<file path="config.mk">
export PLATFORM = sky130hd
export DESIGN_NAME = gswu_fifo
export DESIGN_NICKNAME = d
export VERILOG_FILES = /design/src/rtl/core/gswu_fifo.sv
export SDC_FILE = /design/constraint.sdc
export NUM_CORES = 1
export LEC_CHECK = 0
export BUFFER_PORTS_ARGS = -buffer_cell sky130_fd_sc_hd__buf_2
export CORE_ASPECT_RATIO = 1.25
export CORE_MARGIN = 1
export CORE_UTILIZATION = 35
export DETAILED_ROUTE_END_ITERATION = 16
export PLACE_DENSITY = 0.65
export SLEW_MARGIN = 20
export SYNTH_ARGS = -nofsm -noshare
export SYNTH_HDL_FRONTEND = slang
export SYNTH_SLANG_ARGS = --single-unit
</file>
<file path="constraint.sdc">
create_clock -name clk -period 3.9 [get_ports clk]
set_input_delay 0 -clock clk [delete_from_list [all_inputs] [get_ports clk]]
set_output_delay 0 -clock clk [all_outputs]
set_load 0.005 [all_outputs]
</file>
<file path="src/rtl/core/gswu_fifo.sv">
// Two-entry register queue used between stages and on the result side.
// Depends on nothing.
module gswu_fifo #(
  parameter int WIDTH = 8
) (
  input  logic             clk,
  input  logic             rst,
  input  logic             push,
  input  logic [WIDTH-1:0] wdata,
  input  logic             pop,
  output logic [WIDTH-1:0] rdata,
  output logic             full,
  output logic             empty
);

  logic [WIDTH-1:0] slots [2];
  logic             wptr, rptr;
  logic [1:0]       count;
  logic             do_push, do_pop;

  assign full    = (count == 2'd2);
  assign empty   = (count == 2'd0);
  assign do_push = push && !full;
  assign do_pop  = pop && !empty;
  assign rdata   = slots[rptr];

  // pointers and fill count
  always_ff @(posedge clk) begin
    if (rst) begin
      wptr  <= 1'b0;
      rptr  <= 1'b0;
      count <= 2'd0;
    end else begin
      if (do_push) wptr <= ~wptr;
      if (do_pop) rptr <= ~rptr;
      count <= count + 2'(do_push) - 2'(do_pop);
    end
  end

  // payload
  always_ff @(posedge clk) begin
    if (do_push) slots[wptr] <= wdata;
  end

endmodule

</file>
==> results of run 1 <==
==> worst min-delay path, stage by stage <==
cell and delay (ns):
buf_2 0.11, inv_1 0.06, or3_1 0.11, a21oi_1 0.06
==> final timing paths <==
kind	start	to
max	count[1]	count[1]
min	push	wptr
max reg2reg	count[1]	count[1]
min reg2reg	wptr	wptr
==> sequential cells by signal, summed over array words and instances, names as in the netlist, named ones only <==
| signal | cells |
|---|---|
| slots | 16 |
| rptr | 1 |
| wptr | 1 |
| count | 2 |
==> cell usage after synthesis <==
cell type and count:
a21oi_1 1, o21a_2 1, o21ai_0 1, mux2_1 5, xnor2_1 1, mux2_2 3
inv_1 3, nor2b_1 1, inv_2 1, nor2_1 4, ha_1 2, and3_2 1
edfxtp_1 16, nand2b_2 1, dfxtp_1 5, nor3_1 1, buf_2 1, or3_1 1
xor2_1 1, nand2_1 1, and2_1 1
==> per-stage QoR <==
stage               hold WS (ns)  util [%]  total power (W)
floorplan                 0.0691         -         0.000427
global placement           0.189      43.4         0.000487
detailed placement         0.191      43.4         0.000491
CTS                       0.0782      48.8         0.000596
global route               0.108      48.8         0.000628
finish                    0.0876      48.8         0.000587
==> what timing repair did <==
action | in CTS | in global routing
hold endpoints to repair | 21 | 0
setup endpoints to repair | 0 | 0
gates resized for setup | 0 | 0
hold buffers | 9 | 0
==> power by group through the flow <==
stage           Clock, W  Sequential [W]  Combinational [W]
2_1_floorplan          0        0.000308           0.000120
3_3_place_gp           0        0.000322           0.000164
3_5_place_dp           0        0.000325           0.000166
4_1_cts         0.000102        0.000319           0.000174
5_1_grt         0.000113        0.000323           0.000192
6_report       0.0000983        0.000317           0.000171
==> layout make-up <==
| type | instances | share of cell area [%] |
|---|---|---|
| Sequential cell | 21 | 54.4 |
| Multi-Input combinational cell | 26 | 19.7 |
| Timing Repair Buffer | 30 | 18.3 |
| Tap cell | 31 | 3.63 |
| Clock buffer | 3 | 2.11 |
| Inverter | 4 | 1.41 |
| Clock inverter | 1 | 0.469 |
==> cell families after synthesis <==
kind of cell	Yosys count	synth area share, %
XOR/XNOR	2	2.16
flip-flops	21	71.6
adder cells (fa/ha/maj)	2	3.09
buffers and inverters	5	2.47
multiplexers	8	11.1
AO/OA/AOI/OAI	3	2.31
AND/OR/NAND/NOR	11	7.25
==> per-layer routing <==
layer / track usage (%) / vias up
met3: 1.95 / 4
met1: 10.5 / 233
met5: 0 / -
li1: - / 250
met4: 6.49 / 0
met2: 19.5 / 15
==> impl_metrics.json, run 1 <==
{
  "routed-wl-met3_um": 55,
  "cts_tree": "done",
  "cp.depth": 7,
  "synthCells": 52,
  "fmax_ghz": 0.631,
  "mostFrequentLayoutCell": "buf_2",
  "max_cap_viol_count": 0,
  "rows": 19,
  "maxSlewHeadroom_pct": 76.3,
  "crit_type": "register to register",
  "p_per_area_mw_per_mm2": 550,
  "clockBufferDepth": 2,
  "rsz0062_at_grt": "no",
  "p_comb_share_pct": 29.2,
  "cp_slowest_cell": "dfxtp_1",
  "synth_largest_area_cell": "edfxtp_1",
  "cts_htree_levels": 1,
  "min_path_type": "input port to register",
  "dpl.cell_count": 103,
  "antenna_found_initial": 0,
  "synth_cell_type_count": 21,
  "ys_seq_area_share_pct": 71.6,
  "rrSetupSlack_ns": 2.32,
  "register_area_um2": 581,
  "syn_area_um2": 811,
  "grt_max_degree": 13,
  "drt-wirelength-per-cell_um": 10.3,
  "period_needed_ns": 1.58,
  "reg2reg_depth": 7,
  "slowest_delay_ns": 0.36,
  "worst_path_most_repeated_cell": "ha_1",
  "clk_latency_ns": 0.29,
  "intPower_w": 0.000423,
  "io_buffers": 21,
  "status": "finished clean",
  "clock-sinks": 21,
  "drc": 0,
  "synth_area_per_cell_um2": 15.6,
  "drv_slew": 0,
  "die_width_um": 45.1,
  "cts.clk_slew.worst_paths_ns": 0.11,
  "cts-root-buf": "clkbuf_4",
  "critPathMaxFanout": 5,
  "fin_cells": 116,
  "avgViaCountPerCell": 4.33,
  "antenna_left": 0,
  "place.gp.congestion": 0.596,
  "overflow": 0,
  "coreArea_mm2": 0.00219,
  "setup_tns_ns": 0,
  "switching_power_w": 0.000164,
  "start_util_pct": 37.1,
  "place_ws_ns": 2.34,
  "die-area_mm2": 0.00251,
  "num_antenna_cells": 0,
  "ios": 22,
  "synth-seq-cells": 21,
  "placed_area_um2": 950,
  "highest_layer": "met4",
  "hold_viol": 0,
  "post_cts.repair.setup_buffers": 0,
  "vdd_drop_max_uv": 397,
  "area_delta_synth_final_pct": 31.6,
  "numCtsBuffers": 3,
  "netlist.area_leader.share_pct": 59.3,
  "switching_share_pct": 27.9,
  "grt_pass1_vias": 498,
  "multi_input_area_um2": 210,
  "crit_path_end_kind": "register",
  "finalSetupViolations": 0,
  "fin_skew_ns": 0.00623,
  "cp.arrival_ns": 1.81,
  "synth_warnings": 0,
  "crit_family": "adder cells",
  "most-common-layout-cells": "buf_2, edfxtp_1, dlygate4sd3_1",
  "first_pass_iters": 4,
  "fillers": 212,
  "routed_wl_mm": 1.20,
  "vias": 502,
  "setup_ws_ns": 2.32,
  "fin_crit_sh_pct": 40.6,
  "crit_chain": "o21a_2 -> ha_1 -> inv_1 -> ha_1 -> xor2_1 -> and2_1 -> nor3_1",
  "drt-met1-wl_um": 476,
  "yosys-top-cells-area": "edfxtp_1, dfxtp_1, mux2_1",
  "first_iter_violations": 7,
  "grt_pass1_wl_mm": 1.93,
  "crit_buf_inv": 1,
  "whs_path_depth": 4,
  "p_leak_nw": 0.443,
  "tightest_slew_ns": 0.355,
  "drive_above_1_share_pct": 37.6,
  "hpwl_um": 809,
  "route.met2.wl_um": 638,
  "power_frac_seq_pct": 54.1,
  "final_area_mm2": 0.00107,
  "crit_path_start_kind": "register",
  "final_nets": 100,
  "synth_nets": 66,
  "required_ns": 4.12,
  "power_frac_clock_pct": 16.7,
  "grt_usage_pct": 10.7,
  "die_h_um": 55.8
}
No activity file was read; power rests on OpenSTA's default activity.
==> run 2: changes to the inputs <==
PLACE_DENSITY = 0.67   (was 0.65)
clock period = 1.4 ns   (was 3.9 ns; I/O delays follow)
==> run 2 against run 1 <==
  * Worst setup slack worse by 2.4 ns
  * Cell count grew 4.3%
  * Flip-flop and latch count unchanged
  * Highest routed layer unchanged
  * Final area up 9.0%
  * Core utilization rose by 4.4 points
  * Non-clock buffer count increased by 5
  * Largest cell class unchanged
  * Global-route usage rose by 1.3 points
  * Die area unchanged
  * Sequential power grew to 2.8 times the previous value
  * Hold slack better by 0.011 ns
  * Critical path depth did not move
  * Clock skew grew 0.0073 ns
  * The flow now finishes with violations (negative setup slack)
==> impl_metrics.json, run 2 (synthesized netlist as in run 1, its figures left out) <==
{
  "status": "finished, violations left",
  "violations": "negative setup slack",
  "final_core_util_pct": 53.2,
  "overflow": 0,
  "cp_slowest_cell": "dfxtp_2",
  "die_h_um": 55.8,
  "p_per_area_mw_per_mm2": 1590,
  "final_area_mm2": 0.00116,
  "place.gp.congestion": 0.679,
  "crit_chain": "o21a_2 -> ha_4 -> inv_2 -> ha_4 -> xor2_2 -> and2_1 -> nor3_2",
  "drv_slew": 0,
  "routed_wl_mm": 1.32,
  "grt_pass1_vias": 518,
  "cts_htree_levels": 1,
  "drt-wirelength-per-cell_um": 10.9,
  "first_pass_iters": 4,
  "die_width_um": 45.1,
  "largest_register_ffs": 16,
  "critPathMaxFanout": 3,
  "setup_tns_ns": -0.140,
  "num_antenna_cells": 0,
  "finalSetupViolations": 5,
  "largest-register": "slots",
  "final_nets": 105,
  "fin_skew_ns": 0.0135,
  "die-area_mm2": 0.00251,
  "crit_path_end_kind": "register",
  "cp.arrival_ns": 1.75,
  "worst_path_most_repeated_cell": "ha_4",
  "cts-root-buf": "clkbuf_4",
  "placed_area_um2": 1000,
  "first_iter_violations": 6,
  "fin_crit_sh_pct": 109,
  "slowest_delay_ns": 0.36,
  "required_ns": 1.63,
  "min_path_type": "input port to register",
  "hold_viol": 0,
  "rsz0062_at_grt": "yes",
  "cts_tree": "done",
  "rows": 19,
  "area_delta_synth_final_pct": 43.5,
  "grt_max_degree": 13,
  "maxSlewHeadroom_pct": 86.0,
  "vias": 521,
  "antenna_left": 0,
  "reg_top3": "slots x16, count x2",
  "clock-sinks": 21,
  "crit_type": "register to register",
  "fmax_ghz": 0.657,
  "clk_latency_ns": 0.30,
  "crit_path_start_kind": "register",
  "antenna_found_initial": 0,
  "mostFrequentLayoutCell": "buf_2",
  "drive_above_1_share_pct": 52.2,
  "ios": 22,
  "fin_cells": 121,
  "grt_usage_pct": 12.0,
  "max_cap_viol_count": 0,
  "drc": 0,
  "numCtsBuffers": 3,
  "avgViaCountPerCell": 4.31,
  "setup_ws_ns": -0.123,
  "vdd_drop_max_uv": 913,
  "dpl.cell_count": 108,
  "coreArea_mm2": 0.00219,
  "period_needed_ns": 1.52,
  "p_leak_nw": 0.470,
  "start_util_pct": 37.1,
  "whs_path_depth": 4,
  "clockBufferDepth": 2,
  "hpwl_um": 931,
  "grt_pass1_wl_mm": 2.14,
  "cts.clk_slew.worst_paths_ns": 0.12,
  "most-common-layout-cells": "buf_2, edfxtp_1, dlygate4sd3_1",
  "io_buffers": 21,
  "reg2reg_depth": 7,
  "tightest_slew_ns": 0.210
}
==> run 2: path summary, 6_finish.rpt <==
check,start,endpoint,slack (ns)
max,count[1],count[1],-0.12
min,push,wptr,0.1
max reg2reg,count[1],count[1],-0.12
min reg2reg,wptr,wptr,0.52
==> run 2: final cells by class <==
| cell class | instances | area [um2] |
|---|---|---|
| fill | 217 | 1020 |
| sequential | 21 | 584 |
| multi-input combinational | 26 | 253 |
| timing repair buffer | 35 | 245 |
| tap | 31 | 38.8 |
| clock buffer | 3 | 22.5 |
| inverter | 4 | 15.0 |
| clock inverter | 1 | 5.00 |
==> run 2: timing repair <==
| action | CTS | global route |
|---|---|---|
| gates resized for setup | 9 | 2 |
| pin swaps | 0 | 0 |
| endpoints found under the setup margin | 9 | 15 |
| endpoints found under the hold margin | 21 | 0 |
| hold buffers | 9 | 0 |
| setup buffers | 0 | 0 |
==> run 2: metrics by stage <==
stage               hold WS (ns)  setup slack [ns]  power (W)
floorplan                 0.0691           -0.0585    0.00119
global placement           0.187           -0.0638    0.00145
detailed placement         0.192            -0.139    0.00147
CTS                       0.0927            -0.124    0.00185
global route               0.107            -0.187    0.00197
finish                    0.0982            -0.123    0.00185
==> run 2: layer usage <==
| layer | part of all wire (%) | global-route usage, % | up-vias |
|---|---|---|---|
| li1 | - | - | 260 |
| met4 | 0.98 | 5.19 | 0 |
| met3 | 5.4 | 2.92 | 2 |
| met2 | 54 | 20.9 | 18 |
| met1 | 40 | 13.1 | 241 |
| met5 | 0 | 0 | - |
==> run 2: report_power, final <==
part / internal, W / switching (W)
Sequential: 0.000813 / 0.0000735
Combinational: 0.000399 / 0.000283
Clock: 0.000106 / 0.000170
==> run 2: critical path, delay by kind of cell (launching register included) <==
| family | cells | cell delay, ns |
|---|---|---|
| and+or+nand+nor | 2 | 0.27 |
| AOI/OAI and AO/OA | 1 | 0.22 |
| xor gates and xnor gates | 1 | 0.14 |
| DFF | 1 | 0.36 |
| adders and majority gates | 2 | 0.42 |
| buffers and inverters | 1 | 0.04 |
