`src/rtl/core/gswu_pkg.sv`:
```
// Shared types, codes and constants for the Gaussian-window STDP weight update core.
// No dependencies; every other file but gswu_fifo refers to it by scoped names.
package gswu_pkg;

  // weight bounds (Q1.14)
  localparam int W_MAX = 32768;

  // datapath widths
  localparam int EXPY_W = 26;   // exponent argument, Q16 signed
  localparam int EXPV_W = 33;   // exponent result, Q16 unsigned, up to 2^32
  localparam int SQ_W   = 38;   // squared distance below the cutoff
  localparam int DEN_W  = 33;   // 2*sigma^2
  localparam int Q_W    = 21;   // quotient bits of the Gaussian argument

  // input action codes
  localparam logic [1:0] ACT_LTP  = 2'd0;
  localparam logic [1:0] ACT_LTD  = 2'd1;
  localparam logic [1:0] ACT_LOAD = 2'd2;

  // configuration register indexes (byte address / 4)
  localparam logic [2:0] REG_LTP_MEAN  = 3'd0;
  localparam logic [2:0] REG_LTP_WIDTH = 3'd1;
  localparam logic [2:0] REG_LTP_RATE  = 3'd2;
  localparam logic [2:0] REG_LTD_MEAN  = 3'd3;
  localparam logic [2:0] REG_LTD_WIDTH = 3'd4;
  localparam logic [2:0] REG_LTD_RATE  = 3'd5;
  localparam logic [2:0] REG_LTP_GAIN  = 3'd6;
  localparam logic [2:0] REG_LTD_GAIN  = 3'd7;

  // classified operation codes
  typedef logic [2:0] op_t;
  localparam op_t OP_LTP  = 3'd0;
  localparam op_t OP_LTD  = 3'd1;
  localparam op_t OP_LOAD = 3'd2;
  localparam op_t OP_KEEP = 3'd3;
  localparam op_t OP_SKIP = 3'd4;

  // item passed from front to back
  typedef struct packed {
    op_t                op;
    logic [7:0]         idx;
    logic signed [15:0] theta;
    logic signed [32:0] dt;
    logic [15:0]        load;
  } item_t;

  // configuration registers
  typedef struct packed {
    logic [15:0] ltp_mean;
    logic [15:0] ltp_width;
    logic [15:0] ltp_rate;
    logic [15:0] ltd_mean;
    logic [15:0] ltd_width;
    logic [15:0] ltd_rate;
    logic [15:0] ltp_gain;
    logic [15:0] ltd_gain;
  } cfg_t;

  // result item
  typedef struct packed {
    logic [7:0]  idx;
    logic [15:0] weight;
    logic [23:0] total;
  } res_t;

  // 2^(j/16) in Q16
  function automatic logic [17:0] pow2_frac(input logic [4:0] j);
    logic [17:0] v;
    case (j)
      5'd0:  v = 18'd65536;
      5'd1:  v = 18'd68438;
      5'd2:  v = 18'd71468;
      5'd3:  v = 18'd74632;
      5'd4:  v = 18'd77936;
      5'd5:  v = 18'd81386;
      5'd6:  v = 18'd84990;
      5'd7:  v = 18'd88752;
      5'd8:  v = 18'd92682;
      5'd9:  v = 18'd96785;
      5'd10: v = 18'd101070;
      5'd11: v = 18'd105545;
      5'd12: v = 18'd110218;
      5'd13: v = 18'd115098;
      5'd14: v = 18'd120194;
      5'd15: v = 18'd125515;
      default: v = 18'd131072;
    endcase
    return v;
  endfunction

endpackage

```
`src/rtl/core/gswu_fifo.sv`:
```
// Two-entry register queue used between stages and on the result side.
// Depends on nothing.
module gswu_fifo #(
  parameter int WIDTH = 8
) (
  input  logic             clk,
  input  logic             rst,
  input  logic             push,
  input  logic [WIDTH-1:0] wdata,
  input  logic             pop,
  output logic [WIDTH-1:0] rdata,
  output logic             full,
  output logic             empty
);

  logic [WIDTH-1:0] slots [2];
  logic             wptr, rptr;
  logic [1:0]       count;
  logic             do_push, do_pop;

  assign full    = (count == 2'd2);
  assign empty   = (count == 2'd0);
  assign do_push = push && !full;
  assign do_pop  = pop && !empty;
  assign rdata   = slots[rptr];

  // pointers and fill count
  always_ff @(posedge clk) begin
    if (rst) begin
      wptr  <= 1'b0;
      rptr  <= 1'b0;
      count <= 2'd0;
    end else begin
      if (do_push) wptr <= ~wptr;
      if (do_pop) rptr <= ~rptr;
      count <= count + 2'(do_push) - 2'(do_pop);
    end
  end

  // payload
  always_ff @(posedge clk) begin
    if (do_push) slots[wptr] <= wdata;
  end

endmodule

```
`src/rtl/core/gswu_front.sv`:
```
// Front end: accepts items, classifies them and computes the spike delay.
// Depends on gswu_pkg and gswu_fifo.
module gswu_front #(
  parameter int NUM_SYNAPSES = 256
) (
  input  logic                clk,
  input  logic                rst,
  input  logic                push,
  output logic                full,
  input  logic [1:0]          action,
  input  logic [7:0]          syn_index,
  input  logic signed [15:0]  theta,
  input  logic signed [31:0]  pre_spike_time,
  input  logic signed [31:0]  post_spike_time,
  input  logic [15:0]         load_weight,
  input  logic                hold,
  input  logic                item_pop,
  output gswu_pkg::item_t     item,
  output logic                item_empty
);

  gswu_pkg::item_t cls;
  logic            q_full;
  logic signed [32:0] post_ext, pre_ext;

  assign post_ext = 33'(post_spike_time);
  assign pre_ext  = 33'(pre_spike_time);
  assign full     = q_full | hold;

  // classify and precompute the delay in the direction the window wants
  always_comb begin
    cls.idx   = syn_index;
    cls.theta = theta;
    cls.dt    = post_ext - pre_ext;
    cls.load  = (load_weight > 16'(gswu_pkg::W_MAX)) ? 16'(gswu_pkg::W_MAX) : load_weight;
    if ({24'b0, syn_index} >= NUM_SYNAPSES) begin
      cls.op = gswu_pkg::OP_SKIP;
    end else begin
      case (action)
        gswu_pkg::ACT_LTP: begin
          cls.op = gswu_pkg::OP_LTP;
        end
        gswu_pkg::ACT_LTD: begin
          cls.op = gswu_pkg::OP_LTD;
          cls.dt = pre_ext - post_ext;
        end
        gswu_pkg::ACT_LOAD: begin
          cls.op = gswu_pkg::OP_LOAD;
        end
        default: begin
          cls.op = gswu_pkg::OP_KEEP;
        end
      endcase
    end
  end

  gswu_fifo #(.WIDTH($bits(gswu_pkg::item_t))) u_queue (
    .clk   (clk),
    .rst   (rst),
    .push  (push && !full),
    .wdata (cls),
    .pop   (item_pop),
    .rdata (item),
    .full  (q_full),
    .empty (item_empty)
  );

endmodule

```
`config.mk`:
```
export PLATFORM = sky130hd
export DESIGN_NAME = gswu_front
export DESIGN_NICKNAME = d
export VERILOG_FILES = /design/src/rtl/core/gswu_pkg.sv /design/src/rtl/core/gswu_fifo.sv /design/src/rtl/core/gswu_front.sv
export SDC_FILE = /design/constraint.sdc
export NUM_CORES = 1
export LEC_CHECK = 0
export ABC_AREA = 0
export BUFFER_PORTS_ARGS = -buffer_cell sky130_fd_sc_hd__buf_4
export CAP_MARGIN = 30
export CORE_ASPECT_RATIO = 1.4
export CORE_MARGIN = 3
export CORE_UTILIZATION = 49
export CTS_BUF_LIST = sky130_fd_sc_hd__clkbuf_8
export DETAILED_ROUTE_END_ITERATION = 8
export GPL_TIMING_DRIVEN = 0
export PLACE_DENSITY = 0.79
export SLEW_MARGIN = 0
export SYNTH_ARGS = -nofsm -noshare
export SYNTH_HDL_FRONTEND = slang
export SYNTH_SLANG_ARGS = --single-unit
```
`constraint.sdc`:
```
create_clock -name clk -period 9.2 [get_ports clk]
set_input_delay 1.84 -clock clk [delete_from_list [all_inputs] [get_ports clk]]
set_output_delay 1.84 -clock clk [all_outputs]
set_load 0.01 [all_outputs]
```
==> impl_metrics.yaml, run 1 <==
run_status:
  status: "finished, final reports clean"
route:
  routed_wl_um: 23700
  wl_per_cell_um: 18.4
  via_per_inst: 5.57
  drt_iter0_drc: 416
  drtPass1Iterations: 6
  drc: 0
  dr_total_vias: 7187
  ant_nets: 0
synthesis:
  ys_async_sr_fraction_pct: 0
  ys_warn_count: 0
  synth_edf_count: 150
  syn-cell-area_um2: 9330
  syn_nets: 1004
  post_synth.cell_area_avg_um2: 11.3
  synth_seq_cells: 155
  yosysUniqueCellTypes: 72
  synth_ff_type: "edfxtp_1"
  netlist_instances: 825
  synth_seq_area_share_pct: 49.3
clocking:
  ctsResizeCount: 0
  cts_inserted_buffers: 17
  cts_tree: "built"
  cts-root-buf: "clkbuf_8"
  cts_sinks: 155
  clk_latency_ns: 0.42
  htreeDepth: 4
  cts_buffer_depth: 2
  clk_pin_slew_ns: 0.08
  post_cts_buffers: 0
  ctsHoldBuffers: 0
layout:
  nets: 1212
  fin_cells: 1290
  area_growth_pct: 23.2
  n_fill_cell: 1602
  drive_gt1_share_pct: 31.5
  diodes: 0
timing:
  timing.final.crit_share_pct: 45.5
  holdWs_ns: 0.538
  finalClockSkew_ns: 0.0129
  rsz0062_at_grt: "no"
  slew_violations: 0
  fin_setup_tns_ns: 0
  hold_viol: 0
  post-route-min-period_ns: 4.19
  relSlewSlack_pct: 42.7
  fmax_mhz: 239
  worst_pin_slew_ns: 0.838
  final-setup-viol-count: 0
placed_design:
  io_buffers: 186
  hpwl_um: 19000
  gp_congestion: 0.878
  dp.cells: 1258
floorplan:
  row_count: 59
  core_area_um2: 18700
  start_util_pct: 50.0
  fp.dieW_um: 123
  dieArea_um2: 20800
  fp.dieH_um: 169
  num_io_pins: 189
global_routing:
  antenna_found_initial: 0
  grt_pass1_vias: 7342
  grt.total_usage_pct: 22.5
  grt_max_degree: 43
  grt_overflow: 0
  grt_pass1_wl_um: 36400
pwr:
  total_power_uw: 2080
  p_leak_uw: 0.00469
  ir_worst_vdd_uv: 81.9
  power_density_nw_per_um2: 181
critical_path:
  cp-end-kind: "primary output"
  critPathLaunchType: "register"
  required_ns: 7.36
  cp_data_arrival_time_ns: 2.35
  r2r-start: "u_queue.count[0]"
  crit_type: "reg -> out"
  crit_fanout: 10
min_path:
  hold_class: "reg -> reg"
  min_from: "u_queue.rptr"
run:
  maxCapViolCount: 0
==> registers in the layout, indices dropped and copies added, names as in the netlist, named ones only <==
register	flops
u_queue.count	2
u_queue.wptr	1
u_queue.rptr	1
u_queue.slots	150
==> synthesized netlist by cell type (3+ instances only) <==
master | number | area, um2
edfxtp_1 | 150 | 4500
mux2_2 | 76 | 856
inv_1 | 71 | 267
ha_1 | 66 | 826
a21oi_1 | 65 | 325
nand2_1 | 53 | 199
o21ai_0 | 52 | 260
nor2_1 | 48 | 180
nor2b_1 | 23 | 144
a211oi_1 | 18 | 135
xor2_1 | 17 | 149
xnor2_1 | 16 | 140
clkbuf_1 | 14 | 52.6
nand3_1 | 8 | 40.0
or3_1 | 8 | 50.1
a31oi_1 | 7 | 43.8
and3_1 | 7 | 43.8
buf_2 | 7 | 35.0
nand4_1 | 7 | 43.8
and2_1 | 6 | 37.5
dfxtp_1 | 5 | 100
o211ai_1 | 5 | 37.5
a21o_1 | 4 | 30.0
clkbuf_8 | 4 | 55.1
mux2i_1 | 4 | 40.0
nor3_1 | 4 | 20.0
nor4_1 | 4 | 25.0
o21a_1 | 4 | 30.0
o22ai_1 | 4 | 25.0
o31ai_1 | 4 | 30.0
or2_2 | 4 | 25.0
a2111oi_0 | 3 | 26.3
a221oi_1 | 3 | 26.3
buf_4 | 3 | 22.5
o21ai_1 | 3 | 15.0
o21bai_1 | 3 | 22.5
o2bb2ai_1 | 3 | 26.3
o32a_1 | 3 | 30.0
==> metal layers <==
layer | global-route usage, % | share of wire [%] | up-vias
li1 | - | - | 3442
met1 | 24.5 | 37 | 3445
met2 | 42.8 | 54 | 244
met3 | 2.73 | 4.6 | 56
met4 | 10.0 | 3.8 | 0
met5 | 0 | 0 | -
==> power by group <==
group	total [uW]	switching, uW	internal (uW)
Clock	483	242	241
Sequential	869	14.6	855
Combinational	730	388	342
Total	2080	644	1440
==> path summary, 6_finish.rpt <==
path	depth (start not counted)	slack, ns	endpoint
max reg2reg	5	7.10	u_queue.slots[0][50]
min reg2reg	2	0.54	register
min	2	0.54	register
max	4	5.01	item[60]
==> cell usage in the layout (no fill, tap or decap), types with 7 or more instances in the layout <==
cell      count
buf_2         7
a31oi_1       7
nand4_1       7
nand3_1       8
or3_1         8
a211oi_1     18
nor2_1       47
ha_1         66
buf_4       189
xnor2_1      16
nor2b_1      23
clkbuf_1     14
a21oi_1      65
clkbuf_8     21
edfxtp_1    150
inv_1        72
xor2_1       17
mux2_2       76
o21ai_0      52
nand2_1      53
==> area by class of cell <==
| class | count | area, um2 | share of cell area (%) |
|---|---|---|---|
| Timing Repair Buffer | 189 | 1460 | 12.7 |
| Tap cell | 244 | 305 | 2.66 |
| Buffer | 30 | 180 | 1.57 |
| Inverter | 71 | 267 | 2.32 |
| Multi-Input combinational cell | 569 | 4290 | 37.4 |
| Clock buffer | 17 | 234 | 2.04 |
| Clock inverter | 15 | 146 | 1.27 |
| Sequential cell | 155 | 4600 | 40.1 |
==> logic make-up (layout without fill, tap and decap cells) <==
family	Yosys count	after routing	share of synthesized area, %
other	1	1	0.0402
muxes	81	81	9.72
AOI/OAI and AO/OA	207	207	14.3
DFF	155	155	49.3
xor gates and xnor gates	33	33	3.10
buffers and inverters	101	322	4.79
adders and majority gates	68	68	9.28
and+or+nand+nor	179	179	9.43
==> critical path, cell delays in order, from the launching register on <==
cell	delay, ns
dfxtp_1	0.36
clkbuf_1	0.46
clkbuf_1	0.54
mux2_2	0.41
buf_4	0.14
==> through the flow <==
stage	cell area (um2)	util, %	setup WS, ns
finish	11500	61.5	5.01
global placement	11000	59.1	1.57
floorplan	9330	-	3.43
CTS	11500	61.5	4.93
detailed placement	11100	59.5	4.73
global route	11500	61.5	4.83
Power figures use the tool's default switching activity.
==> run 2, diff against run 1 <==
==> constraint.sdc (replaced) <==
create_clock -name clk -period 4.2 [get_ports clk]
set_input_delay 0.84 -clock clk [delete_from_list [all_inputs] [get_ports clk]]
set_output_delay 0.84 -clock clk [all_outputs]
set_load 0.01 [all_outputs]
==> run 2 against run 1 <==
Compared with the run above:
- clock skew increased by 0.0035 ns
- sequential power increased by 120%
- via count decreased by 0.64%
- worst hold slack got worse by 0.0069 ns
- clock-buffer cell count unchanged
- die area unchanged
- non-clock buffer count unchanged
- clock power increased by 150%
- cell count unchanged
- first-iteration DRC count decreased by 8.9%
- combinational power increased by 120%
- total power increased by 120%
- critical endpoint is now item[34]
- largest cell class unchanged
- largest power group unchanged
==> impl_metrics.yaml, run 2 (synthesis results as in run 1) <==
timing:
  finalClockSkew_ns: 0.0164
  relSlewSlack_pct: 37.0
  rsz0062_at_grt: "no"
  hold_viol: 0
  fmax_mhz: 313
  timing.final.crit_share_pct: 76.0
  final-setup-viol-count: 0
  post-route-min-period_ns: 3.19
  setup_ws_ns: 1.01
  slew_violations: 0
  worst_pin_slew_ns: 0.942
critical_path:
  path_common_cell: "clkbuf_1"
  crit_chain: "clkbuf_1 -> clkbuf_1 -> mux2_2 -> buf_4"
  crit_type: "reg -> out"
  critPathLaunchType: "register"
  cp_data_arrival_time_ns: 2.35
  crit_path_top_delay_cell: "clkbuf_1"
  cp-end-kind: "primary output"
  required_ns: 3.36
  max_stage_delay_ns: 0.50
  rr_worst_depth: 5
  crit_fanout: 10
floorplan:
  dieArea_um2: 20800
  fp.dieW_um: 123
  start_util_pct: 50.0
  row_count: 59
  core_area_um2: 18700
  fp.dieH_um: 169
  num_io_pins: 189
layout:
  area_growth_pct: 23.7
  reg.largest.list: "u_queue.slots x150, u_queue.count x2"
  final_cell_mix: "buf_4, edfxtp_1, mux2_2, inv_1, ha_1"
  drive_gt1_share_pct: 31.5
  nets: 1212
  n_fill_cell: 1602
  regMostFlops: "u_queue.slots"
  fin_util_pct: 61.8
  diodes: 0
  largest_reg_flops: 150
  final_common_cell: "buf_4"
global_routing:
  grt_pass1_vias: 7303
  grt_overflow: 0
  grt_max_degree: 42
  grt_pass1_wl_um: 36600
  antenna_found_initial: 0
  grt.total_usage_pct: 22.7
placed_design:
  hpwl_um: 19100
  pre_cts_ws_ns: 0.747
  io_buffers: 186
  gp_congestion: 0.950
pwr:
  ir_worst_vdd_uv: 187
  power_density_nw_per_um2: 406
  p_leak_uw: 0.00471
route:
  wl_per_cell_um: 18.2
  drt_iter0_drc: 379
  routed_wl_um: 23500
  drtPass1Iterations: 5
  via_per_inst: 5.54
  ant_nets: 0
  drc: 0
  dr_total_vias: 7141
clocking:
  ctsResizeCount: 0
  clk_pin_slew_ns: 0.08
  cts_inserted_buffers: 17
  cts_tree: "built"
  post_cts_buffers: 0
  cts-root-buf: "clkbuf_8"
  cts_buffer_depth: 2
  htreeDepth: 4
  ctsHoldBuffers: 0
  clk_latency_ns: 0.43
  cts_sinks: 155
run_status:
  status: "finished, final reports clean"
min_path:
  hold_depth: 2
  hold_class: "reg -> reg"
run:
  maxCapViolCount: 0
[run 2: worst max-delay path, delay by kind of cell (launching register included)]
family / cells / cell delay, ns
muxes: 1 / 0.43
buffers and inverters: 3 / 1.14
DFF: 1 / 0.35
[run 2: final cells by class]
class	count	area [um2]	area share (%)
Inverter	71	267	2.31
Tap cell	244	305	2.64
Sequential cell	155	4600	39.9
Clock inverter	15	195	1.69
Multi-Input combinational cell	569	4290	37.2
Clock buffer	17	234	2.03
Buffer	30	180	1.56
Timing Repair Buffer	189	1460	12.7
[run 2: report_power, final]
| group | total [uW] | switching (uW) | internal [uW] |
|---|---|---|---|
| Combinational | 1590 | 841 | 749 |
| Clock | 1190 | 540 | 650 |
| Sequential | 1900 | 31.3 | 1870 |
[run 2: routing by layer]
layer | track usage, % | vias to the layer above | share of wire (%) | wire, um
met3 | 3.33 | 57 | 4.6 | 1070
met5 | 0 | - | 0 | 0
met1 | 24.9 | 3410 | 37 | 8730
li1 | - | 3442 | - | -
met4 | 9.50 | 0 | 3.6 | 843
met2 | 43.0 | 232 | 55 | 12900
[run 2: worst paths after layout]
| path | from | endpoint | slack (ns) |
|---|---|---|---|
| setup reg to reg | u_queue.count[0] | u_queue.slots[0][48] | 2.07 |
| setup / recovery | register | item[34] | 1.01 |
| hold / removal | u_queue.rptr | u_queue.rptr | 0.53 |
| hold reg to reg | u_queue.rptr | u_queue.rptr | 0.53 |
[run 2: through the flow]
step	hold WS [ns]	instance area [um2]	power, uW	std cells	TNS, ns
floorplan	0.481	9330	2870	825	0
global placement	0.498	11000	3500	1255	-53.64
detailed placement	0.506	11100	3540	1258	0
CTS	0.530	11500	4730	1290	0
global route	0.553	11500	4930	1290	0
finish	0.531	11500	4680	1290	0
